===== src/design/pid_pkg.sv =====
// Package for the PID angle regulator: widths, codes, microprogram table
// and the clamp helper. No dependencies; all other files depend on it.

package pid_pkg;

  localparam int ANGLE_W = 32;
  localparam int GAIN_W  = 31;
  localparam int OUT_W   = 48;
  localparam int ACT_W   = 2;
  localparam int ACC_W   = 50;
  localparam int MUL_W   = 33;
  localparam int PROD_W  = 2 * MUL_W;
  localparam int ERR_W   = 30;
  localparam int PC_W    = 4;
  localparam int DATA_W  = 64;
  localparam int PADDR_W = 6;
  localparam int IDX_W   = 3;

  localparam logic signed [MUL_W-1:0] PLANT_GAIN_Q24 = 33'sd517174460;

  localparam logic [GAIN_W-1:0]       KP_RESET   = 31'd36438;
  localparam logic [GAIN_W-1:0]       KI_RESET   = 31'd0;
  localparam logic [GAIN_W-1:0]       KD_RESET   = 31'd18350;
  localparam logic signed [OUT_W-1:0] OMIN_RESET = -48'sd13107200000;
  localparam logic signed [OUT_W-1:0] OMAX_RESET = 48'sd13107200000;

  typedef enum logic [ACT_W-1:0] {
    ACT_COMPUTE = 2'd0,
    ACT_AUTO    = 2'd1,
    ACT_MANUAL  = 2'd2
  } action_e;

  typedef enum logic [IDX_W-1:0] {
    REG_KP      = 3'd0,
    REG_KI      = 3'd1,
    REG_KD      = 3'd2,
    REG_OUT_MIN = 3'd3,
    REG_OUT_MAX = 3'd4,
    REG_REVERSE = 3'd5
  } cfg_idx_e;

  typedef enum logic [2:0] {
    MUL_NONE,
    MUL_PLANT,
    MUL_KI,
    MUL_KP,
    MUL_KD
  } mul_sel_e;

  typedef enum logic [1:0] {
    ACC_HOLD,
    ACC_INT_ADD,
    ACC_SUB_D
  } acc_op_e;

  typedef enum logic {
    CND_NONE,
    CND_SKIP
  } cond_e;

  typedef struct packed {
    mul_sel_e        mul_sel;
    acc_op_e         acc_op;
    logic            err_we;
    logic            int_we;
    logic            out_we;
    logic            misc_we;
    logic            last;
    cond_e           cond;
    logic [PC_W-1:0] target;
  } ucode_t;

  localparam logic [PC_W-1:0] PC_MISC = 4'd9;

  localparam ucode_t UC_NOP = '{
    mul_sel: MUL_NONE, acc_op: ACC_HOLD, err_we: 1'b0, int_we: 1'b0,
    out_we: 1'b0, misc_we: 1'b0, last: 1'b0, cond: CND_NONE, target: '0
  };

  function automatic ucode_t ucode(input logic [PC_W-1:0] pc);
    ucode_t w;
    w = UC_NOP;
    unique case (pc)
      4'd0: begin
        w.mul_sel = MUL_PLANT;
        w.cond    = CND_SKIP;
        w.target  = PC_MISC;
      end
      4'd1: w.err_we = 1'b1;
      4'd2: w.mul_sel = MUL_KI;
      4'd3: w.acc_op = ACC_INT_ADD;
      4'd4: begin
        w.int_we  = 1'b1;
        w.mul_sel = MUL_KP;
      end
      4'd5: w.acc_op = ACC_INT_ADD;
      4'd6: w.mul_sel = MUL_KD;
      4'd7: w.acc_op = ACC_SUB_D;
      4'd8: begin
        w.out_we = 1'b1;
        w.last   = 1'b1;
      end
      4'd9: begin
        w.misc_we = 1'b1;
        w.last    = 1'b1;
      end
      default: w.last = 1'b1;
    endcase
    return w;
  endfunction

  function automatic logic signed [OUT_W-1:0] clamp_lim(
    input logic signed [ACC_W-1:0] v,
    input logic signed [OUT_W-1:0] lo,
    input logic signed [OUT_W-1:0] hi
  );
    logic signed [ACC_W-1:0] lo_x;
    logic signed [ACC_W-1:0] hi_x;
    lo_x = ACC_W'(lo);
    hi_x = ACC_W'(hi);
    if (v > hi_x) begin
      return hi;
    end else if (v < lo_x) begin
      return lo;
    end
    return v[OUT_W-1:0];
  endfunction

endpackage


===== src/design/pid_in_if.sv =====
// Input channel of the PID angle regulator: valid/ready plus one input word.
// Depends on pid_pkg for field widths.

interface pid_in_if;
  logic                                valid;
  logic                                ready;
  logic [pid_pkg::ACT_W-1:0]           action;
  logic signed [pid_pkg::ANGLE_W-1:0]  measured;
  logic signed [pid_pkg::ANGLE_W-1:0]  setpoint;
  logic signed [pid_pkg::OUT_W-1:0]    manual_output;

  modport source (output valid, action, measured, setpoint, manual_output, input ready);
  modport sink   (input valid, action, measured, setpoint, manual_output, output ready);
endinterface


===== src/design/pid_out_if.sv =====
// Output channel of the PID angle regulator: valid/ready plus one result word.
// Depends on pid_pkg for field widths.

interface pid_out_if;
  logic                             valid;
  logic                             ready;
  logic signed [pid_pkg::OUT_W-1:0] drive_output;
  logic                             updated;

  modport source (output valid, drive_output, updated, input ready);
  modport sink   (input valid, drive_output, updated, output ready);
endinterface


===== src/design/pid_angle_regulator.sv =====
// PID angle regulator top level: microcoded sequencer over one shared multiplier.
// Depends on pid_pkg, pid_in_if and pid_out_if.
//
// One word in, one word out. A compute word in automatic mode runs nine
// microcode steps through a single 33x33 signed multiplier (error scaling,
// integral term, proportional term, derivative term, in turn), so such a word
// occupies the block from acceptance until its last step hands over the result;
// mode switches and compute words in manual mode branch at the first step to
// the last step. The result sits in an output register, so a new word
// is taken while the previous result waits; the last step stalls only if that
// register is still full. Gains, limits and the reverse flag sit behind an APB
// port at byte address 8*index and must only be written while the block is idle.

module pid_angle_regulator (
  input  logic                             clk_i,
  input  logic                             rst_ni,
  pid_in_if.sink                           in_i,
  pid_out_if.source                        out_o,
  input  logic                             psel,
  input  logic                             penable,
  input  logic                             pwrite,
  input  logic [pid_pkg::PADDR_W-1:0]      paddr,
  input  logic [pid_pkg::DATA_W-1:0]       pwdata,
  output logic [pid_pkg::DATA_W-1:0]       prdata,
  output logic                             pready
);
  import pid_pkg::*;

  logic [GAIN_W-1:0]        kp_q, ki_q, kd_q;
  logic signed [OUT_W-1:0]  omin_q, omax_q;
  logic                     rev_q;
  logic                     cfg_we;
  cfg_idx_e                 cfg_idx;

  logic                     busy_q;
  logic [PC_W-1:0]          pc_q, pc_d;
  ucode_t                   uc;
  logic                     in_acc, advance, out_free, out_push;

  logic [ACT_W-1:0]         action_q;
  logic signed [ANGLE_W-1:0] meas_q, setp_q;
  logic signed [OUT_W-1:0]  manual_q;

  logic signed [OUT_W-1:0]  integral_q, integral_d;
  logic signed [ANGLE_W-1:0] prev_q, prev_d;
  logic                     auto_q, auto_d;
  logic signed [OUT_W-1:0]  held_q, held_d;

  logic signed [MUL_W-1:0]  diff, delta, mul_a, mul_b;
  logic signed [PROD_W-1:0] prod_q;
  logic signed [ERR_W-1:0]  err_q;
  logic signed [ACC_W-1:0]  acc_q, acc_d, sh20, sh28;
  logic                     run_ok;

  logic                     out_valid_q;
  logic signed [OUT_W-1:0]  out_drive_q;
  logic                     out_upd_q;

  function automatic logic signed [MUL_W-1:0] sgain(input logic [GAIN_W-1:0] g,
                                                    input logic rev);
    logic signed [MUL_W-1:0] s;
    s = $signed({2'b00, g});
    return rev ? -s : s;
  endfunction

  // configuration port
  assign pready  = 1'b1;
  assign cfg_idx = cfg_idx_e'(paddr[PADDR_W-1:PADDR_W-IDX_W]);
  assign cfg_we  = psel & penable & pwrite & pready;

  always_ff @(posedge clk_i or negedge rst_ni) begin
    if (!rst_ni) begin
      kp_q   <= KP_RESET;
      ki_q   <= KI_RESET;
      kd_q   <= KD_RESET;
      omin_q <= OMIN_RESET;
      omax_q <= OMAX_RESET;
      rev_q  <= 1'b0;
    end else if (cfg_we) begin
      unique case (cfg_idx)
        REG_KP:      kp_q   <= pwdata[GAIN_W-1:0];
        REG_KI:      ki_q   <= pwdata[GAIN_W-1:0];
        REG_KD:      kd_q   <= pwdata[GAIN_W-1:0];
        REG_OUT_MIN: omin_q <= pwdata[OUT_W-1:0];
        REG_OUT_MAX: omax_q <= pwdata[OUT_W-1:0];
        REG_REVERSE: rev_q  <= pwdata[0];
        default: ;
      endcase
    end
  end

  always_comb begin
    unique case (cfg_idx)
      REG_KP:      prdata = DATA_W'(kp_q);
      REG_KI:      prdata = DATA_W'(ki_q);
      REG_KD:      prdata = DATA_W'(kd_q);
      REG_OUT_MIN: prdata = DATA_W'(omin_q);
      REG_OUT_MAX: prdata = DATA_W'(omax_q);
      REG_REVERSE: prdata = DATA_W'(rev_q);
      default:     prdata = '0;
    endcase
  end

  // sequencer
  assign in_i.ready = ~busy_q;
  assign in_acc     = in_i.valid & ~busy_q;
  assign uc         = ucode(pc_q);
  assign out_free   = ~out_valid_q | out_o.ready;
  assign advance    = busy_q & (~uc.last | out_free);
  assign out_push   = busy_q & uc.last & out_free;
  assign run_ok     = (action_e'(action_q) == ACT_COMPUTE) & auto_q;

  always_comb begin
    pc_d = pc_q + 1'b1;
    if (uc.cond == CND_SKIP && !run_ok) begin
      pc_d = uc.target;
    end
  end

  always_ff @(posedge clk_i or negedge rst_ni) begin
    if (!rst_ni) begin
      busy_q <= 1'b0;
      pc_q   <= '0;
    end else if (in_acc) begin
      busy_q <= 1'b1;
      pc_q   <= '0;
    end else if (out_push) begin
      busy_q <= 1'b0;
    end else if (advance) begin
      pc_q <= pc_d;
    end
  end

  always_ff @(posedge clk_i) begin
    if (in_acc) begin
      action_q <= in_i.action;
      meas_q   <= in_i.measured;
      setp_q   <= in_i.setpoint;
      manual_q <= in_i.manual_output;
    end
  end

  // datapath
  assign diff  = MUL_W'(setp_q) - MUL_W'(meas_q);
  assign delta = MUL_W'(meas_q) - MUL_W'(prev_q);
  assign sh20  = ACC_W'($signed(prod_q[PROD_W-1:20]));
  assign sh28  = ACC_W'($signed(prod_q[PROD_W-1:28]));

  always_comb begin
    unique case (uc.mul_sel)
      MUL_PLANT: begin
        mul_a = diff;
        mul_b = PLANT_GAIN_Q24;
      end
      MUL_KI: begin
        mul_a = sgain(ki_q, rev_q);
        mul_b = MUL_W'(err_q);
      end
      MUL_KP: begin
        mul_a = sgain(kp_q, rev_q);
        mul_b = MUL_W'(err_q);
      end
      MUL_KD: begin
        mul_a = sgain(kd_q, rev_q);
        mul_b = delta;
      end
      default: begin
        mul_a = '0;
        mul_b = '0;
      end
    endcase
  end

  always_comb begin
    unique case (uc.acc_op)
      ACC_INT_ADD: acc_d = ACC_W'(integral_q) + sh20;
      ACC_SUB_D:   acc_d = acc_q - sh28;
      default:     acc_d = acc_q;
    endcase
  end

  always_ff @(posedge clk_i) begin
    if (advance) begin
      if (uc.mul_sel != MUL_NONE) begin
        prod_q <= mul_a * mul_b;
      end
      if (uc.err_we) begin
        err_q <= prod_q[ERR_W+31:32];
      end
      acc_q <= acc_d;
    end
  end

  always_comb begin
    integral_d = integral_q;
    prev_d     = prev_q;
    auto_d     = auto_q;
    held_d     = held_q;
    if (uc.int_we) begin
      integral_d = clamp_lim(acc_q, omin_q, omax_q);
    end
    if (uc.out_we) begin
      held_d = clamp_lim(acc_q, omin_q, omax_q);
      prev_d = meas_q;
    end
    if (uc.misc_we) begin
      case (action_e'(action_q))
        ACT_AUTO: begin
          if (!auto_q) begin
            integral_d = clamp_lim(ACC_W'(manual_q), omin_q, omax_q);
            prev_d     = meas_q;
            held_d     = manual_q;
            auto_d     = 1'b1;
          end
        end
        ACT_MANUAL: auto_d = 1'b0;
        default: ;
      endcase
    end
  end

  always_ff @(posedge clk_i or negedge rst_ni) begin
    if (!rst_ni) begin
      integral_q <= '0;
      prev_q     <= '0;
      auto_q     <= 1'b0;
      held_q     <= '0;
    end else if (advance) begin
      integral_q <= integral_d;
      prev_q     <= prev_d;
      auto_q     <= auto_d;
      held_q     <= held_d;
    end
  end

  // output register
  always_ff @(posedge clk_i or negedge rst_ni) begin
    if (!rst_ni) begin
      out_valid_q <= 1'b0;
    end else if (out_push) begin
      out_valid_q <= 1'b1;
    end else if (out_o.ready) begin
      out_valid_q <= 1'b0;
    end
  end

  always_ff @(posedge clk_i) begin
    if (out_push) begin
      out_drive_q <= held_d;
      out_upd_q   <= uc.out_we;
    end
  end

  assign out_o.valid        = out_valid_q;
  assign out_o.drive_output = out_drive_q;
  assign out_o.updated      = out_upd_q;

  a_push_busy : assert property (@(posedge clk_i) disable iff (!rst_ni)
    out_push |-> busy_q)
    else $error("result pushed while sequencer idle");

  a_start_pc : assert property (@(posedge clk_i) disable iff (!rst_ni)
    in_acc |=> busy_q && pc_q == '0)
    else $error("sequencer did not start at step zero");

  a_upd_src : assert property (@(posedge clk_i) disable iff (!rst_ni)
    (out_push && uc.out_we) |-> run_ok)
    else $error("update flagged for a word that is not an automatic compute");

  a_int_lim : assert property (@(posedge clk_i) disable iff (!rst_ni)
    (advance && uc.int_we) |=>
      (!$stable(omin_q) || !$stable(omax_q) || omin_q > omax_q ||
       (integral_q <= omax_q && integral_q >= omin_q)))
    else $error("integral left the clamp range");

endmodule

===== src/flat_wrapper.sv =====
// flat-port wrapper written by rule: the top's interface ports become plain ports
module pid_angle_regulator_flat import pid_pkg::*;
  (clk_i, rst_ni, psel, penable, pwrite, paddr, pwdata, prdata, pready, in_i_valid, in_i_action, in_i_measured, in_i_setpoint, in_i_manual_output, in_i_ready, out_o_valid, out_o_drive_output, out_o_updated, out_o_ready);
  pid_in_if in_i_i ();
  pid_out_if out_o_i ();
  input  logic clk_i;
  input  logic rst_ni;
  input  logic psel;
  input  logic penable;
  input  logic pwrite;
  input  logic [pid_pkg::PADDR_W-1:0] paddr;
  input  logic [pid_pkg::DATA_W-1:0] pwdata;
  output logic [pid_pkg::DATA_W-1:0] prdata;
  output logic pready;
  input wire logic [$bits(in_i_i.valid)-1:0] in_i_valid;
  input wire logic [$bits(in_i_i.action)-1:0] in_i_action;
  input wire logic [$bits(in_i_i.measured)-1:0] in_i_measured;
  input wire logic [$bits(in_i_i.setpoint)-1:0] in_i_setpoint;
  input wire logic [$bits(in_i_i.manual_output)-1:0] in_i_manual_output;
  output wire logic [$bits(in_i_i.ready)-1:0] in_i_ready;
  output wire logic [$bits(out_o_i.valid)-1:0] out_o_valid;
  output wire logic [$bits(out_o_i.drive_output)-1:0] out_o_drive_output;
  output wire logic [$bits(out_o_i.updated)-1:0] out_o_updated;
  input wire logic [$bits(out_o_i.ready)-1:0] out_o_ready;
  assign in_i_i.valid = in_i_valid;
  assign in_i_i.action = in_i_action;
  assign in_i_i.measured = in_i_measured;
  assign in_i_i.setpoint = in_i_setpoint;
  assign in_i_i.manual_output = in_i_manual_output;
  assign in_i_ready = in_i_i.ready;
  assign out_o_valid = out_o_i.valid;
  assign out_o_drive_output = out_o_i.drive_output;
  assign out_o_updated = out_o_i.updated;
  assign out_o_i.ready = out_o_ready;
  pid_angle_regulator u_core (.clk_i(clk_i), .rst_ni(rst_ni), .in_i(in_i_i), .out_o(out_o_i), .psel(psel), .penable(penable), .pwrite(pwrite), .paddr(paddr), .pwdata(pwdata), .prdata(prdata), .pready(pready));
endmodule

===== config.mk =====
export PLATFORM = sky130hd
export DESIGN_NAME = pid_angle_regulator_flat
export DESIGN_NICKNAME = d
export VERILOG_FILES = /design/src/design/pid_pkg.sv /design/src/design/pid_in_if.sv /design/src/design/pid_out_if.sv /design/src/design/pid_angle_regulator.sv /design/src/flat_wrapper.sv
export SDC_FILE = /design/constraint.sdc
export NUM_CORES = 2
export LEC_CHECK = 0
export ABC_CLOCK_PERIOD_IN_PS = 22300
export BUFFER_PORTS_ARGS = -buffer_cell sky130_fd_sc_hd__buf_2
export CAP_MARGIN = 20
export CORE_MARGIN = 2
export CORE_UTILIZATION = 38
export DETAILED_ROUTE_END_ITERATION = 8
export MAX_ROUTING_LAYER = met4
export PLACE_DENSITY = 0.61
export SLEW_MARGIN = 5
export SYNTH_ARGS = -nofsm -noshare
export SYNTH_HDL_FRONTEND = slang
export SYNTH_SLANG_ARGS = --single-unit

===== constraint.sdc =====
create_clock -name clk_i -period 22.3 [get_ports clk_i]
set_clock_uncertainty 0.05 [all_clocks]
set_input_delay 5.575 -clock clk_i [delete_from_list [all_inputs] [get_ports clk_i]]
set_output_delay 5.575 -clock clk_i [all_outputs]
set_load 0.01 [all_outputs]

Word level (Yosys, flattened, before mapping)
Cells that the tools add are included.
- register bits: 634
- latch bits: 0
- memory bits (writable): 0
- ROM bits: 0
- word-level logic and storage cells: 146
- memories kept: 0
- add/sub/neg operators: 8
- $mul: 1
- div/mod/pow operators: 0
- $lt $le $gt $ge: 4
- eq/ne operators: 23
- shifts and indexed selects: 0
- mux-type cells: 52
- bitwise gates (word level): 11
- reduce and logical (&&, ||, !) cells: 25
- operators with widths (kind ; number):
    two-way mux 48 bit ; 15
    case mux 64 bit (6 select lines) ; 1
    case mux 33 bit (4 select lines) ; 1
    two-way mux 32 bit ; 4
    case mux 50 bit (2 select lines) ; 1
    two-way mux 33 bit ; 3
    negator 31 -> 33 bit ; 3
    case mux 33 bit (3 select lines) ; 1
    multiplier 33 x 33 -> 66 bit ; 1
    subtractor 32 x 32 -> 33 bit ; 2
    greater-than comparator 50 x 48 -> 1 bit ; 1
    less-than comparator 50 x 48 -> 1 bit ; 1
    subtractor 50 x 38 -> 50 bit ; 1
    adder 48 x 46 -> 49 bit ; 1
    greater-than comparator 48 bit ; 1
    less-than comparator 48 bit ; 1
    AND reduction 2 bit ; 10
    two-way mux 1 bit ; 18
    equality test 4 x 3 -> 1 bit, second input constant ; 4
    two-way mux 4 bit ; 4
    equality test 3 x 2 -> 1 bit, second input constant ; 4
    case mux 3 bit (4 select lines) ; 1
    nonzero test 2 bit ; 5
    equality test 3 bit, second input constant ; 3
    23 further kinds ; 37

Longest topological paths before layout
- depth after elaboration: 10
- depth in mapped cells: 45
- gate-level depth less buffers: 44

Worst setup path before layout
Ideal clock, no wire load.
- kind: input-to-output
- start: input paddr[4] (netlist bit)
- end: output prdata[48] (netlist bit)
- arrival: 7295 ps
- data required time: 16675 ps
- path slack: 9380 ps
- stages: 5
- buffers on the path: 2
- cells stage by stage: clkbuf_1 -> nor2_1 -> nand2_1 -> o22ai_1 -> buf_4
- cells in the longest elaborated chain, start to end: 2
- elaborated cells on any way between the ends: 7
- those cells by class: eq/ne: 5; mux: 1; reduce/logical: 1
- RTL lines (element ; line ; text):
    start, declared ; flat_wrapper.sv:11 ; input logic [pid_pkg::PADDR_W-1:0] paddr;
    equality test 3 bit, or another cell as far along ; pid_angle_regulator.sv:93 ; unique case (cfg_idx)
    case mux 64 bit (6 select lines) * ; pid_angle_regulator.sv:93 ;
    end, declared ; flat_wrapper.sv:13 ; output logic [pid_pkg::DATA_W-1:0] prdata;
Every way passes the cells marked *; elsewhere a longest branch is shown, timed or not.

Worst setup path in the final report
- start: input paddr[3] (netlist bit)
- end: output prdata[56] (netlist bit)
The elaborated chain is that of the path after synthesis.

==> flow_metrics.env <==
export IMPL_slew_violations=0
export IMPL_syn_nets=10410
export IMPL_gr_usage_all_layers=0.2716
export IMPL_synthArstFlopShare=0.5293
export IMPL_cp_cell_sequence="buf_2, buf_4, nor2b_1, buf_4, nand2_1, buf_4, o22ai_1, buf_2"
export IMPL_outcome="finished, final reports clean"
export IMPL_period_share=0.6160
export IMPL_coreArea_mm2=0.2073
export IMPL_setup_tns_ps=0
export IMPL_yosysWarnings=0
export IMPL_crit_buf_inv=5
export IMPL_syn_instance_count=8491
export IMPL_arrival_ps=8110
export IMPL_worst_skew_pair_late_latency_ps=670
export IMPL_layout_commonest_cell="inv_1"
export IMPL_worst_setup_path_end_kind="output port"
export IMPL_num_io_pins=307
export IMPL_cts_tree="done"
export IMPL_power_density_mw_per_mm2=153.3
export IMPL_cts_hold_fix_buffers=0
export IMPL_ys_types=98
export IMPL_final_antenna_net_count=0
export IMPL_drive_gt1_frac=0.09724
export IMPL_clock_path_buffers=3
export IMPL_worst_pin_slew_ps=1235
export IMPL_grt_pass1_vias=65160
export IMPL_wire_per_inst_um=24.47
export IMPL_p_leak_nw=40.97
export IMPL_cp_common_cell="buf_4"
export IMPL_dp_hpwl_um=220500
export IMPL_reg2regPathDepth=38
export IMPL_fill_cells=20370
export IMPL_synthToLayoutAreaGrowth_pct=8.931
export IMPL_cts_sinks=614
export IMPL_cp_depth=8
export IMPL_ys_seq_area_frac=0.2126
export IMPL_die_y_um=460.9
export IMPL_worst_path_largest_cell_delay_ps=780
export IMPL_max_vdd_ir_drop_mv=0.1528
export IMPL_post_cts_resized=0
export IMPL_critPathLaunchType="input port"
export IMPL_vias=64180
export IMPL_cp_slowest_cell="o22ai_1"
export IMPL_syn_area_per_cell_um2=9.344
export IMPL_path_clk_slew_ps=60
export IMPL_syn_cell_area_mm2=0.07934
export IMPL_initial_core_util=0.3828
export IMPL_antenna_found_initial=25
export IMPL_cts_setup_buffers=0
export IMPL_firstDrtPassIters=8
export IMPL_design_area_mm2=0.08643
export IMPL_slew_headroom=0.1765
export IMPL_finalCriticalPeriod_ps=13740
export IMPL_ys_flop_type="edfxtp_1"
export IMPL_die_area_mm2=0.2125
export IMPL_overflow=0
export IMPL_htreeDepth=3
export IMPL_std_cell_rows=167
export IMPL_numPortBuffers=286
export IMPL_critical_path_class="in -> out"
export IMPL_final_hold_viol_count=0
export IMPL_hold_class="reg -> reg"
export IMPL_grt_pass1_wl_um=418300
export IMPL_cp_max_fo=33
export IMPL_cts_buffers=68
export IMPL_hold_path_cell_count=1
export IMPL_critical_path_required_ps=16680
export IMPL_fmax_ghz=0.07280
export IMPL_grt_max_degree=79
export IMPL_rsz0062_at_grt="no"
export IMPL_totalWireLength_um=279800
export IMPL_critical_path_top_delay_family="buffers and inverters"
export IMPL_synth_seq_cells=614
export IMPL_setup_violations=0
export IMPL_drv_cap=0
export IMPL_place_area_mm2=0.08398
export IMPL_die_w_um=460.9
export IMPL_nNetsFinal=10490
export IMPL_first_iter_violations=6235
export IMPL_synth_enable_flop_cells=289
export IMPL_cts_root_buf="clkbuf_16"
export IMPL_final_cell_mix="inv_1, fa_1, nand2_1"
export IMPL_vias_per_cell=5.613
export IMPL_drc=0
export IMPL_gp_congestion=0.9891
## power by group
group | leakage [nW] | switching [mW] | internal (mW)
registers | 6.42 | 0.481 | 1.83
logic | 33.4 | 6.21 | 3.51
clock network | 1.14 | 0.527 | 0.690
## synth_stat cells (136+ instances only)
library cell	instances	area share
a21o_1	173	0.016
a21oi_1	345	0.022
clkbuf_1	358	0.017
dfrtp_1	281	0.089
edfxtp_1	289	0.11
fa_1	1149	0.29
ha_1	577	0.091
inv_1	1430	0.068
mux2_2	158	0.022
mux2i_1	180	0.023
nand2_1	1130	0.053
nor2_1	516	0.024
o21ai_0	341	0.022
xnor2_1	136	0.015
xor2_1	141	0.016
## per-stage QoR
step | setup slack, ps | power, mW | util | hold slack [ps] | instances
after floorplan | 9380 | 8.594 | - | 407.0 | 8491
after detailed placement | 8602 | 11.88 | 0.4051 | 456.0 | 11290
after global placement | 8677 | 11.70 | 0.4051 | 447.2 | 11280
after CTS | 8591 | 13.16 | 0.4164 | 478.0 | 11410
after global routing | 8377 | 14.28 | 0.4169 | 490.8 | 11430
final | 8563 | 13.25 | 0.4170 | 475.8 | 11430
## state kept, by name, summed over array words and instances, names as in the netlist
name / cells
u_core.acc_q: 50
u_core.action_q: 2
u_core.auto_q: 1
u_core.busy_q: 1
u_core.err_q: 30
u_core.held_q: 48
u_core.integral_q: 48
u_core.kd_q: 31
u_core.ki_q: 31
u_core.kp_q: 31
u_core.manual_q: 48
u_core.meas_q: 32
u_core.omax_q: 48
u_core.omin_q: 48
u_core.out_o.drive_output: 48
u_core.out_o.updated: 1
u_core.out_o.valid: 1
u_core.pc_q: 4
u_core.prev_q: 32
u_core.prod_q: 46
u_core.rev_q: 1
u_core.setp_q: 32
## worst paths after layout
path	slack, ps	endpoint	start
max in group asynchronous	14470	u_core.kp_q[4]	rst_ni
setup / recovery	8560	prdata[56]	paddr[3]
hold / removal	480	u_core.prev_q[0]	u_core.prev_q[0]
setup reg to reg	9120	u_core.prod_q[55]	u_core.meas_q[0]
min in group asynchronous	4790	u_core.held_q[44]	rst_ni
hold reg to reg	480	u_core.prev_q[0]	u_core.prev_q[0]
## layout make-up
type / instances / area [µm²] / share of cell area
multi-input cells: 6025 / 55760 / 0.6452
clock inverters: 38 / 489.2 / 0.005661
inverters: 1436 / 5393 / 0.06240
clock buffers: 88 / 1849 / 0.02140
flip-flops and latches: 614 / 16870 / 0.1952
well taps: 2788 / 3488 / 0.04036
repair buffers: 427 / 2534 / 0.02932
diodes: 18 / 45.04 / 0.0005212
## logic make-up (layout without fill, tap and decap cells)
| kind of cell | count (synthesis) | in the layout | synth area share |
|---|---|---|---|
| and+or+nand+nor | 2213 | 2213 | 0.1219 |
| buffers and inverters | 1852 | 1989 | 0.08882 |
| adders and majority gates | 1726 | 1726 | 0.3809 |
| AOI/OAI and AO/OA | 1470 | 1470 | 0.1200 |
| DFF | 614 | 614 | 0.2126 |
| muxes | 338 | 338 | 0.04513 |
| xor gates and xnor gates | 277 | 277 | 0.03058 |
| other | 1 | 19 | 0.00004727 |
## metal layers
layer	vias to the layer above	part of all wire	global-route usage
met4	0	0.051	0.1194
met1	32830	0.41	0.3550
li1	27880	-	-
met2	2907	0.45	0.4142
met5	-	0	-
met3	574	0.084	0.04700
## worst register-to-register path, delay by kind of cell (launching register included)
family / cells / cell delay (ps)
adder cells (fa/ha/maj): 11 / 5820
AO/OA/AOI/OAI: 13 / 3730
buffers and inverters: 7 / 1500
AND/OR/NAND/NOR: 6 / 1340
flip-flops: 1 / 420
XOR/XNOR: 1 / 70
Power figures use the tool's default switching activity.
